**config.mk**
```make
export PLATFORM = sky130hd
export DESIGN_NAME = kernel_block_offset_generator_flat
export DESIGN_NICKNAME = d
export VERILOG_FILES = /design/src/kbog_pkg.sv /design/src/kbog_req_if.sv /design/src/kbog_rsp_if.sv /design/src/kernel_block_offset_generator.sv /design/src/kbog_split.sv /design/src/kbog_map.sv /design/src/kbog_select.sv /design/src/flat_wrapper.sv
export SDC_FILE = /design/constraint.sdc
export NUM_CORES = 1
export LEC_CHECK = 0
export BUFFER_PORTS_ARGS = -buffer_cell sky130_fd_sc_hd__buf_4
export CORE_ASPECT_RATIO = 0.5
export CORE_MARGIN = 8
export CORE_UTILIZATION = 50
export DETAILED_ROUTE_END_ITERATION = 8
export GPL_ROUTABILITY_DRIVEN = 0
export GPL_TIMING_DRIVEN = 0
export HOLD_SLACK_MARGIN = 0.05
export PLACE_DENSITY = 0.75
export SYNTH_ARGS = -nofsm -noshare
export SYNTH_HDL_FRONTEND = slang
export SYNTH_HIERARCHICAL = 1
export SYNTH_SLANG_ARGS = --single-unit
```
**constraint.sdc**
```tcl
create_clock -name clock -period 3.18 [get_ports clock]
set_input_delay 0.159 -clock clock [delete_from_list [all_inputs] [get_ports clock]]
set_output_delay 0.159 -clock clock [all_outputs]
set_load 0.01 [all_outputs]
```
**src/kbog_pkg.sv**
```systemverilog
// Shared types, constants and helper functions for the kernel block offset generator.
// Used by the channel interfaces, every pipeline stage and the top level.
package kbog_pkg;

   localparam int DEFAULT_BLOCK_SIZE      = 4;
   localparam int DEFAULT_BLOCKS_PER_SIDE = 8;

   localparam int INDEX_WIDTH  = 5;
   localparam int OFFSET_WIDTH = 10;
   localparam int MODE_WIDTH   = 2;
   localparam int SIDE_WIDTH   = 13;

   // Reciprocal division of a five bit index by the block size.
   localparam int DIV_SHIFT      = 12;
   localparam int RECIP_WIDTH    = 13;
   localparam int DIV_PROD_WIDTH = INDEX_WIDTH + RECIP_WIDTH;

   typedef logic [INDEX_WIDTH-1:0]  index_type;
   typedef logic [OFFSET_WIDTH-1:0] offset_type;

   typedef enum logic [MODE_WIDTH-1:0] {
      LAYOUT_DENSE_COL = 2'd0,
      LAYOUT_BLOCK_ROW = 2'd1,
      LAYOUT_BLOCK_Z   = 2'd2
   } layout_type;

   typedef struct packed {
      index_type row_index;
      index_type col_index;
      logic      transpose_access;
   } req_word_type;

   typedef struct packed {
      index_type row_block;
      index_type col_block;
      index_type row_index;
      index_type col_index;
      logic      transpose_access;
      logic      range_error;
   } split_word_type;

   typedef struct packed {
      offset_type inner_offset;
      offset_type dense_offset;
      offset_type linear_block;
      offset_type morton_block;
      logic       range_error;
   } map_word_type;

   typedef struct packed {
      offset_type word_offset;
      logic       range_error;
   } rsp_word_type;

   // Column bit k goes to position 2k, row bit k to position 2k+1.
   function automatic offset_type morton_pair(input index_type row_blk,
                                              input index_type col_blk);
      offset_type acc;
      acc = '0;
      for (int k = 0; k < INDEX_WIDTH; k++) begin
         acc[2*k]   = col_blk[k];
         acc[2*k+1] = row_blk[k];
      end
      return acc;
   endfunction

endpackage

```
**src/kbog_req_if.sv**
```systemverilog
// Request channel carrying one row, column and transpose word per handshake.
// Depends on kbog_pkg for the index type.
interface kbog_req_if;
   import kbog_pkg::*;

   logic      valid;
   logic      ready;
   index_type row_index;
   index_type col_index;
   logic      transpose_access;

   modport source (output valid, output row_index, output col_index,
                   output transpose_access, input ready);
   modport sink (input valid, input row_index, input col_index,
                 input transpose_access, output ready);
endinterface

```
**src/kbog_rsp_if.sv**
```systemverilog
// Response channel carrying one word offset and error flag per handshake.
// Depends on kbog_pkg for the offset type.
interface kbog_rsp_if;
   import kbog_pkg::*;

   logic       valid;
   logic       ready;
   offset_type word_offset;
   logic       range_error;

   modport source (output valid, output word_offset, output range_error, input ready);
   modport sink (input valid, input word_offset, input range_error, output ready);
endinterface

```
**src/kernel_block_offset_generator.sv**
```systemverilog
// Kernel block offset generator: top level with the layout register and three stages.
// Depends on kbog_pkg, kbog_req_if, kbog_rsp_if, kbog_split, kbog_map and kbog_select.
//
// Each request word on req_word carries a row, a column and a transpose flag for
// one element of a kernel tile; the block answers with one response word on
// rsp_word holding the word offset of that element in the tile store and a
// range error flag. csr_write_enable and csr_write_data set the layout mode
// (dense column major, blocked row major or blocked Z-curve); write it only
// while no request is in flight.
// A request word passes through three register stages in order: bounds check and
// block split, coordinate mapping, layout select. rsp_word.valid and the response
// word come from the last of them.
// Throughput is one word per cycle while the receiver holds rsp_word.ready high.
// A synchronous reset empties the pipeline and sets the dense column layout.
// When the receiver holds off ready, the response register keeps its word and
// the stages behind it keep filling until each holds a word, then req ready drops.
module kernel_block_offset_generator #(
   parameter int BLOCK_SIZE      = kbog_pkg::DEFAULT_BLOCK_SIZE,
   parameter int BLOCKS_PER_SIDE = kbog_pkg::DEFAULT_BLOCKS_PER_SIDE
) (
   input  logic                             clock,
   input  logic                             reset,
   kbog_req_if.sink                         req_word,
   kbog_rsp_if.source                       rsp_word,
   input  logic                             csr_write_enable,
   input  logic [kbog_pkg::MODE_WIDTH-1:0]  csr_write_data
);
   import kbog_pkg::*;

   logic [MODE_WIDTH-1:0] layout_mode_ff, layout_mode_in;
   req_word_type          req_data;
   logic                  split_valid, split_ready;
   split_word_type        split_data;
   logic                  map_valid, map_ready;
   map_word_type          map_data;
   rsp_word_type          rsp_data;

   assign layout_mode_in = csr_write_enable ? csr_write_data : layout_mode_ff;

   always_ff @(posedge clock) begin
      if (reset) begin
         layout_mode_ff <= LAYOUT_DENSE_COL;
      end else begin
         layout_mode_ff <= layout_mode_in;
      end
   end

   assign req_data.row_index        = req_word.row_index;
   assign req_data.col_index        = req_word.col_index;
   assign req_data.transpose_access = req_word.transpose_access;

   kbog_split #(
      .BLOCK_SIZE      (BLOCK_SIZE),
      .BLOCKS_PER_SIDE (BLOCKS_PER_SIDE)
   ) u_split (
      .clock     (clock),
      .reset     (reset),
      .in_valid  (req_word.valid),
      .in_data   (req_data),
      .in_ready  (req_word.ready),
      .out_valid (split_valid),
      .out_data  (split_data),
      .out_ready (split_ready)
   );

   kbog_map #(
      .BLOCK_SIZE      (BLOCK_SIZE),
      .BLOCKS_PER_SIDE (BLOCKS_PER_SIDE)
   ) u_map (
      .clock     (clock),
      .reset     (reset),
      .in_valid  (split_valid),
      .in_data   (split_data),
      .in_ready  (split_ready),
      .out_valid (map_valid),
      .out_data  (map_data),
      .out_ready (map_ready)
   );

   kbog_select #(
      .BLOCK_SIZE (BLOCK_SIZE)
   ) u_select (
      .clock       (clock),
      .reset       (reset),
      .layout_mode (layout_mode_ff),
      .in_valid    (map_valid),
      .in_data     (map_data),
      .in_ready    (map_ready),
      .out_valid   (rsp_word.valid),
      .out_data    (rsp_data),
      .out_ready   (rsp_word.ready)
   );

   assign rsp_word.word_offset = rsp_data.word_offset;
   assign rsp_word.range_error = rsp_data.range_error;

   a_error_zero_offset: assert property (@(posedge clock) disable iff (reset)
      rsp_word.valid && rsp_word.range_error |-> rsp_word.word_offset == '0)
      else $error("range error word with nonzero offset");

   a_unused_mode_error: assert property (@(posedge clock) disable iff (reset)
      rsp_word.valid && (layout_mode_ff == 2'd3) |-> rsp_word.range_error)
      else $error("unused layout code did not flag an error");

   a_map_stall_holds: assert property (@(posedge clock) disable iff (reset)
      map_valid && !map_ready |=> map_valid && $stable(map_data))
      else $error("stalled mapping stage lost or changed its word");

   a_split_stall_holds: assert property (@(posedge clock) disable iff (reset)
      split_valid && !split_ready |=> split_valid && $stable(split_data))
      else $error("stalled split stage lost or changed its word");
endmodule

```
**src/kbog_split.sv**
```systemverilog
// First pipeline stage: bounds check and split of the indices into block coordinates.
// Depends on kbog_pkg for the word types and division constants.
module kbog_split #(
   parameter int BLOCK_SIZE      = kbog_pkg::DEFAULT_BLOCK_SIZE,
   parameter int BLOCKS_PER_SIDE = kbog_pkg::DEFAULT_BLOCKS_PER_SIDE
) (
   input  logic                     clock,
   input  logic                     reset,
   input  logic                     in_valid,
   input  kbog_pkg::req_word_type   in_data,
   output logic                     in_ready,
   output logic                     out_valid,
   output kbog_pkg::split_word_type out_data,
   input  logic                     out_ready
);
   import kbog_pkg::*;

   localparam logic [SIDE_WIDTH-1:0]  TILE_SIDE = SIDE_WIDTH'(BLOCK_SIZE * BLOCKS_PER_SIDE);
   localparam logic [RECIP_WIDTH-1:0] RECIP =
      RECIP_WIDTH'(((1 << DIV_SHIFT) + BLOCK_SIZE - 1) / BLOCK_SIZE);

   logic                        valid_ff, valid_in;
   split_word_type              data_ff, data_in;
   logic [DIV_PROD_WIDTH-1:0]   row_prod, col_prod;

   assign in_ready = !valid_ff || out_ready;

   always_comb begin
      row_prod = DIV_PROD_WIDTH'(in_data.row_index) * DIV_PROD_WIDTH'(RECIP);
      col_prod = DIV_PROD_WIDTH'(in_data.col_index) * DIV_PROD_WIDTH'(RECIP);
      valid_in = in_ready ? in_valid : valid_ff;
      data_in  = data_ff;
      if (in_ready && in_valid) begin
         data_in.row_block        = row_prod[DIV_SHIFT +: INDEX_WIDTH];
         data_in.col_block        = col_prod[DIV_SHIFT +: INDEX_WIDTH];
         data_in.row_index        = in_data.row_index;
         data_in.col_index        = in_data.col_index;
         data_in.transpose_access = in_data.transpose_access;
         data_in.range_error      = (SIDE_WIDTH'(in_data.row_index) >= TILE_SIDE) ||
                                    (SIDE_WIDTH'(in_data.col_index) >= TILE_SIDE);
      end
   end

   always_ff @(posedge clock) begin
      if (reset) begin
         valid_ff <= 1'b0;
      end else begin
         valid_ff <= valid_in;
      end
      data_ff <= data_in;
   end

   assign out_valid = valid_ff;
   assign out_data  = data_ff;
endmodule

```
**src/kbog_map.sv**
```systemverilog
// Second pipeline stage: in-block offset, dense offset and both block index forms.
// Depends on kbog_pkg for the word types and the interleave function.
module kbog_map #(
   parameter int BLOCK_SIZE      = kbog_pkg::DEFAULT_BLOCK_SIZE,
   parameter int BLOCKS_PER_SIDE = kbog_pkg::DEFAULT_BLOCKS_PER_SIDE
) (
   input  logic                     clock,
   input  logic                     reset,
   input  logic                     in_valid,
   input  kbog_pkg::split_word_type in_data,
   output logic                     in_ready,
   output logic                     out_valid,
   output kbog_pkg::map_word_type   out_data,
   input  logic                     out_ready
);
   import kbog_pkg::*;

   localparam int         BS_PROD_WIDTH = INDEX_WIDTH + 7;
   localparam offset_type BS_OFF  = OFFSET_WIDTH'(BLOCK_SIZE);
   localparam offset_type BPS_OFF = OFFSET_WIDTH'(BLOCKS_PER_SIDE);
   localparam offset_type TS_OFF  = OFFSET_WIDTH'((BLOCK_SIZE * BLOCKS_PER_SIDE) % 1024);

   logic                     valid_ff, valid_in;
   map_word_type             data_ff, data_in;
   logic [BS_PROD_WIDTH-1:0] row_base, col_base;
   index_type                row_inner, col_inner;
   offset_type               row_ext, col_ext;

   assign in_ready = !valid_ff || out_ready;

   always_comb begin
      row_base  = BS_PROD_WIDTH'(in_data.row_block) * BS_PROD_WIDTH'(BLOCK_SIZE);
      col_base  = BS_PROD_WIDTH'(in_data.col_block) * BS_PROD_WIDTH'(BLOCK_SIZE);
      row_inner = in_data.row_index - row_base[INDEX_WIDTH-1:0];
      col_inner = in_data.col_index - col_base[INDEX_WIDTH-1:0];
      row_ext   = OFFSET_WIDTH'(in_data.row_index);
      col_ext   = OFFSET_WIDTH'(in_data.col_index);
      valid_in  = in_ready ? in_valid : valid_ff;
      data_in   = data_ff;
      if (in_ready && in_valid) begin
         if (in_data.transpose_access) begin
            data_in.inner_offset = OFFSET_WIDTH'(col_inner) * BS_OFF + OFFSET_WIDTH'(row_inner);
            data_in.dense_offset = col_ext + row_ext * TS_OFF;
         end else begin
            data_in.inner_offset = OFFSET_WIDTH'(row_inner) * BS_OFF + OFFSET_WIDTH'(col_inner);
            data_in.dense_offset = row_ext + col_ext * TS_OFF;
         end
         data_in.linear_block = OFFSET_WIDTH'(in_data.row_block) * BPS_OFF +
                                OFFSET_WIDTH'(in_data.col_block);
         data_in.morton_block = morton_pair(in_data.row_block, in_data.col_block);
         data_in.range_error  = in_data.range_error;
      end
   end

   always_ff @(posedge clock) begin
      if (reset) begin
         valid_ff <= 1'b0;
      end else begin
         valid_ff <= valid_in;
      end
      data_ff <= data_in;
   end

   assign out_valid = valid_ff;
   assign out_data  = data_ff;
endmodule

```
**src/kbog_select.sv**
```systemverilog
// Third pipeline stage and output register: layout select and block scaling.
// Depends on kbog_pkg for the word types and layout codes.
module kbog_select #(
   parameter int BLOCK_SIZE = kbog_pkg::DEFAULT_BLOCK_SIZE
) (
   input  logic                         clock,
   input  logic                         reset,
   input  logic [kbog_pkg::MODE_WIDTH-1:0] layout_mode,
   input  logic                         in_valid,
   input  kbog_pkg::map_word_type       in_data,
   output logic                         in_ready,
   output logic                         out_valid,
   output kbog_pkg::rsp_word_type       out_data,
   input  logic                         out_ready
);
   import kbog_pkg::*;

   localparam offset_type BLOCK_AREA = OFFSET_WIDTH'((BLOCK_SIZE * BLOCK_SIZE) % 1024);

   logic         valid_ff, valid_in;
   rsp_word_type data_ff, data_in;
   offset_type   block_index;
   offset_type   offset;
   logic         error;

   assign in_ready = !valid_ff || out_ready;

   always_comb begin
      block_index = in_data.linear_block;
      offset      = '0;
      error       = in_data.range_error;
      case (layout_mode)
         LAYOUT_DENSE_COL: begin
            offset = in_data.dense_offset;
         end
         LAYOUT_BLOCK_ROW: begin
            block_index = in_data.linear_block;
            offset      = in_data.inner_offset + block_index * BLOCK_AREA;
         end
         LAYOUT_BLOCK_Z: begin
            block_index = in_data.morton_block;
            offset      = in_data.inner_offset + block_index * BLOCK_AREA;
         end
         default: begin
            error = 1'b1;
         end
      endcase
      valid_in = in_ready ? in_valid : valid_ff;
      data_in  = data_ff;
      if (in_ready && in_valid) begin
         data_in.word_offset = error ? '0 : offset;
         data_in.range_error = error;
      end
   end

   always_ff @(posedge clock) begin
      if (reset) begin
         valid_ff <= 1'b0;
      end else begin
         valid_ff <= valid_in;
      end
      data_ff <= data_in;
   end

   assign out_valid = valid_ff;
   assign out_data  = data_ff;
endmodule
```
**src/flat_wrapper.sv**
```systemverilog
// flat-port wrapper written by rule: the top's interface ports become plain ports
module kernel_block_offset_generator_flat import kbog_pkg::*;
#(
   parameter int BLOCK_SIZE      = kbog_pkg::DEFAULT_BLOCK_SIZE,
   parameter int BLOCKS_PER_SIDE = kbog_pkg::DEFAULT_BLOCKS_PER_SIDE
)
  (clock, reset, csr_write_enable, csr_write_data, req_word_valid, req_word_row_index, req_word_col_index, req_word_transpose_access, req_word_ready, rsp_word_valid, rsp_word_word_offset, rsp_word_range_error, rsp_word_ready);
  kbog_req_if req_word_i ();
  kbog_rsp_if rsp_word_i ();
  input  logic clock;
  input  logic reset;
  input  logic csr_write_enable;
  input  logic [kbog_pkg::MODE_WIDTH-1:0] csr_write_data;
  input wire logic [$bits(req_word_i.valid)-1:0] req_word_valid;
  input wire logic [$bits(req_word_i.row_index)-1:0] req_word_row_index;
  input wire logic [$bits(req_word_i.col_index)-1:0] req_word_col_index;
  input wire logic [$bits(req_word_i.transpose_access)-1:0] req_word_transpose_access;
  output wire logic [$bits(req_word_i.ready)-1:0] req_word_ready;
  output wire logic [$bits(rsp_word_i.valid)-1:0] rsp_word_valid;
  output wire logic [$bits(rsp_word_i.word_offset)-1:0] rsp_word_word_offset;
  output wire logic [$bits(rsp_word_i.range_error)-1:0] rsp_word_range_error;
  input wire logic [$bits(rsp_word_i.ready)-1:0] rsp_word_ready;
  assign req_word_i.valid = req_word_valid;
  assign req_word_i.row_index = req_word_row_index;
  assign req_word_i.col_index = req_word_col_index;
  assign req_word_i.transpose_access = req_word_transpose_access;
  assign req_word_ready = req_word_i.ready;
  assign rsp_word_valid = rsp_word_i.valid;
  assign rsp_word_word_offset = rsp_word_i.word_offset;
  assign rsp_word_range_error = rsp_word_i.range_error;
  assign rsp_word_i.ready = rsp_word_ready;
  kernel_block_offset_generator #(.BLOCK_SIZE(BLOCK_SIZE), .BLOCKS_PER_SIDE(BLOCKS_PER_SIDE)) u_core (.clock(clock), .reset(reset), .req_word(req_word_i), .rsp_word(rsp_word_i), .csr_write_enable(csr_write_enable), .csr_write_data(csr_write_data));
endmodule
```
==> impl_metrics.py <==
metrics = {
    "sta": {
        "setup_violations": 0,
        "finalHoldViolCount": 0,
        "holdWs_ns": 0.1035,
        "min_period_over_period": 0.8790,
        "relSlewSlack": 0.2650,
        "fin_ws_ns": 0.3846,
        "final-max-slew-violation-count": 0,
        "worst_slew_pin_slew_ns": 1.102,
        "rsz0062_at_grt": "no",
        "final.setup_skew_ns": 0.004934,
        "clock.fmax_ghz": 0.3577,
        "period_needed_ns": 2.795,
        "setup_tns_ns": 0,
    },
    "grt": {
        "antenna_found_initial": 0,
        "grt_pass1_wl_um": 8128,
        "grt_pass1_vias": 1678,
        "grt_max_degree": 27,
        "grt.total_usage": 0.1222,
        "grt.overflow.total": 0,
    },
    "cells_and_area": {
        "final_common_cell": "edfxtp_1",
        "fill_cells": 418,
        "syn_to_final_growth_pct": 21.17,
        "layout_common_cells": "edfxtp_1, buf_4, inv_1, ha_1, mux2_2",
        "final_layout_size_suffix_gt1_frac": 0.2721,
        "finalCoreUtilization": 0.6261,
        "final_nets": 314,
        "antenna_cells": 0,
    },
    "cts": {
        "clkTransAtPathRegs_ns": 0.07,
        "cts.sinks": 53,
        "cts_buffers": 5,
        "tritoncts": "done",
        "cts.path.max_buffers": 2,
        "clk_latency_ns": 0.29,
        "clock-root-buffer": "clkbuf_16",
        "post_cts_resized": 0,
        "htreeDepth": 2,
    },
    "hold_path": {
        "hold_path_depth": 3,
        "min_from": "csr_write_data[1]",
        "hp-class": "primary input to flop",
        "worstHoldEndpoint": "u_core/layout_mode_ff[1]$_SDFFE_PP0P_",
    },
    "synth": {
        "syn_avg_cell_area_um2": 12.90,
        "syn_area_um2": 2825,
        "syn_inst": 219,
        "yosysWarnings": 6,
    },
    "pwr": {
        "ir_drop_mv": 0.3022,
        "clkPwrFrac": 0.317,
        "p_per_area_nw_per_um2": 496.7,
        "p_switching_uw": 428.2,
        "intPower_mw": 1.272,
        "p_comb_frac": 0.194,
        "power.static_leakage_nw": 1.406,
        "swShare": 0.2518,
        "totalPowerFinal_mw": 1.700,
        "p_seq_frac": 0.490,
    },
    "critical_path": {
        "crit_buf_inv": 2,
        "end_kind": "flop",
        "max_stage_delay_ns": 0.42,
        "critPathTopFamily": "adder cells",
        "crit_type": "flop to flop",
        "crit_fanout": 4,
        "cp.required_ns": 3.20,
        "reg2reg_slack_ns": 0.38,
        "path_cells": "inv_1, ha_1, inv_1, fa_1, xor2_1, xnor2_1, ha_1, a21oi_1, nand2_1, xnor2_1, mux2i_1",
        "startpoint": "u_core/u_split/out_data[9]$_DFFE_PP_",
        "cp-start-kind": "flop",
        "reg2reg_from": "u_core/u_split/out_data[9]$_DFFE_PP_",
        "arrival_ns": 2.82,
        "worst-r2r-cell-count": 11,
        "slowest_stage": "xnor2_1",
        "reg2reg_to": "u_core/u_map/out_data[36]$_DFFE_PP_",
    },
    "detailed_routing": {
        "vias": 1673,
        "drt-initial-drc-count": 89,
        "firstDrtPassIters": 4,
        "drt_drc_violations_left": 0,
        "vias_per_cell": 4.849,
        "totalWireLength_um": 4873,
        "wl_per_cell_um": 14.12,
        "drtAntennaViolNets": 0,
    },
    "floorplan": {
        "coreArea_um2": 5468,
        "rows": 19,
        "die_h_um": 69.16,
        "die-area_um2": 8458,
        "start_util": 0.5167,
        "die_x_um": 122.3,
        "pin_count": 31,
    },
    "place": {
        "io_buffers": 30,
        "dp_hpwl_um": 3778,
        "pre_cts_ws_ns": 0.4751,
    },
    "flow_run": {
        "maxCapViolations": 0,
    },
    "status": {
        "status": "completed",
    },
}
## per-layer routing
layer / global-route usage / vias to the layer above / wire length (um)
met1: 0.1615 / 769 / 2318
met4: 0.03619 / 0 / 51
met5: 0 / - / 0
met3: 0.04630 / 5 / 393
met2: 0.1813 / 50 / 2110
li1: - / 849 / -
## power by group through the flow
stage	logic [mW]	registers [mW]	clock network, mW
CTS	0.330	0.833	0.554
finish	0.330	0.833	0.538
detailed placement	0.315	0.849	0
global route	0.368	0.837	0.581
global placement	0.303	0.846	0
floorplan	0.232	0.844	0
## sequential cells by signal (all words and copies together), names as in the netlist
name and count:
u_core/u_select/out_valid 1, u_core/u_select/out_data 11, u_core/u_map/out_valid 1, u_core/u_split/out_valid 1, u_core/u_map/out_data 26, u_core/u_split/out_data 11, u_core/layout_mode_ff 2
## metrics by stage
stage	cell area (um2)	instances
after floorplan	2836	222
after global placement	3153	325
after detailed placement	3153	325
after CTS	3423	345
after global routing	3423	345
final	3423	345
## worst reg2reg max path: stages (launching register included)
cell	delay (ns)
edfxtp_1	0.41
inv_1	0.10
ha_1	0.15
inv_1	0.05
fa_1	0.38
xor2_1	0.18
xnor2_1	0.42
ha_1	0.33
a21oi_1	0.14
nand2_1	0.12
xnor2_1	0.15
mux2i_1	0.10
## layout make-up
cell class | instances | area, um2 | share of cell area
Buffer | 21 | 147.6 | 0.04313
Clock buffer | 5 | 125.1 | 0.03655
Clock inverter | 3 | 25.02 | 0.007310
Inverter | 21 | 78.83 | 0.02303
Multi-Input combinational cell | 127 | 1069 | 0.3121
Sequential cell | 53 | 1541 | 0.4503
Tap cell | 73 | 91.34 | 0.02668
Timing Repair Buffer | 42 | 345.3 | 0.1009
## worst max-delay path by stage
| stage | endpoint | slack [ns] | depth (start not counted) |
|---|---|---|---|
| floorplan | u_core/u_map/out_data[36]$_DFFE_PP_ | 0.77 | 11 |
| global placement | u_core/u_map/out_data[38]$_DFFE_PP_ | 0.56 | 11 |
| detailed placement | u_core/u_map/out_data[36]$_DFFE_PP_ | 0.48 | 10 |
| CTS | u_core/u_map/out_data[36]$_DFFE_PP_ | 0.39 | 10 |
| global route | u_core/u_map/out_data[36]$_DFFE_PP_ | 0.19 | 10 |
| finish | u_core/u_map/out_data[36]$_DFFE_PP_ | 0.38 | 11 |
## what timing repair did
item	4_1_cts	5_1_grt
endpoints found under the hold margin	12	0
hold buffers	12	0
setup buffers	0	0
(Power assumes the default switching activity.)
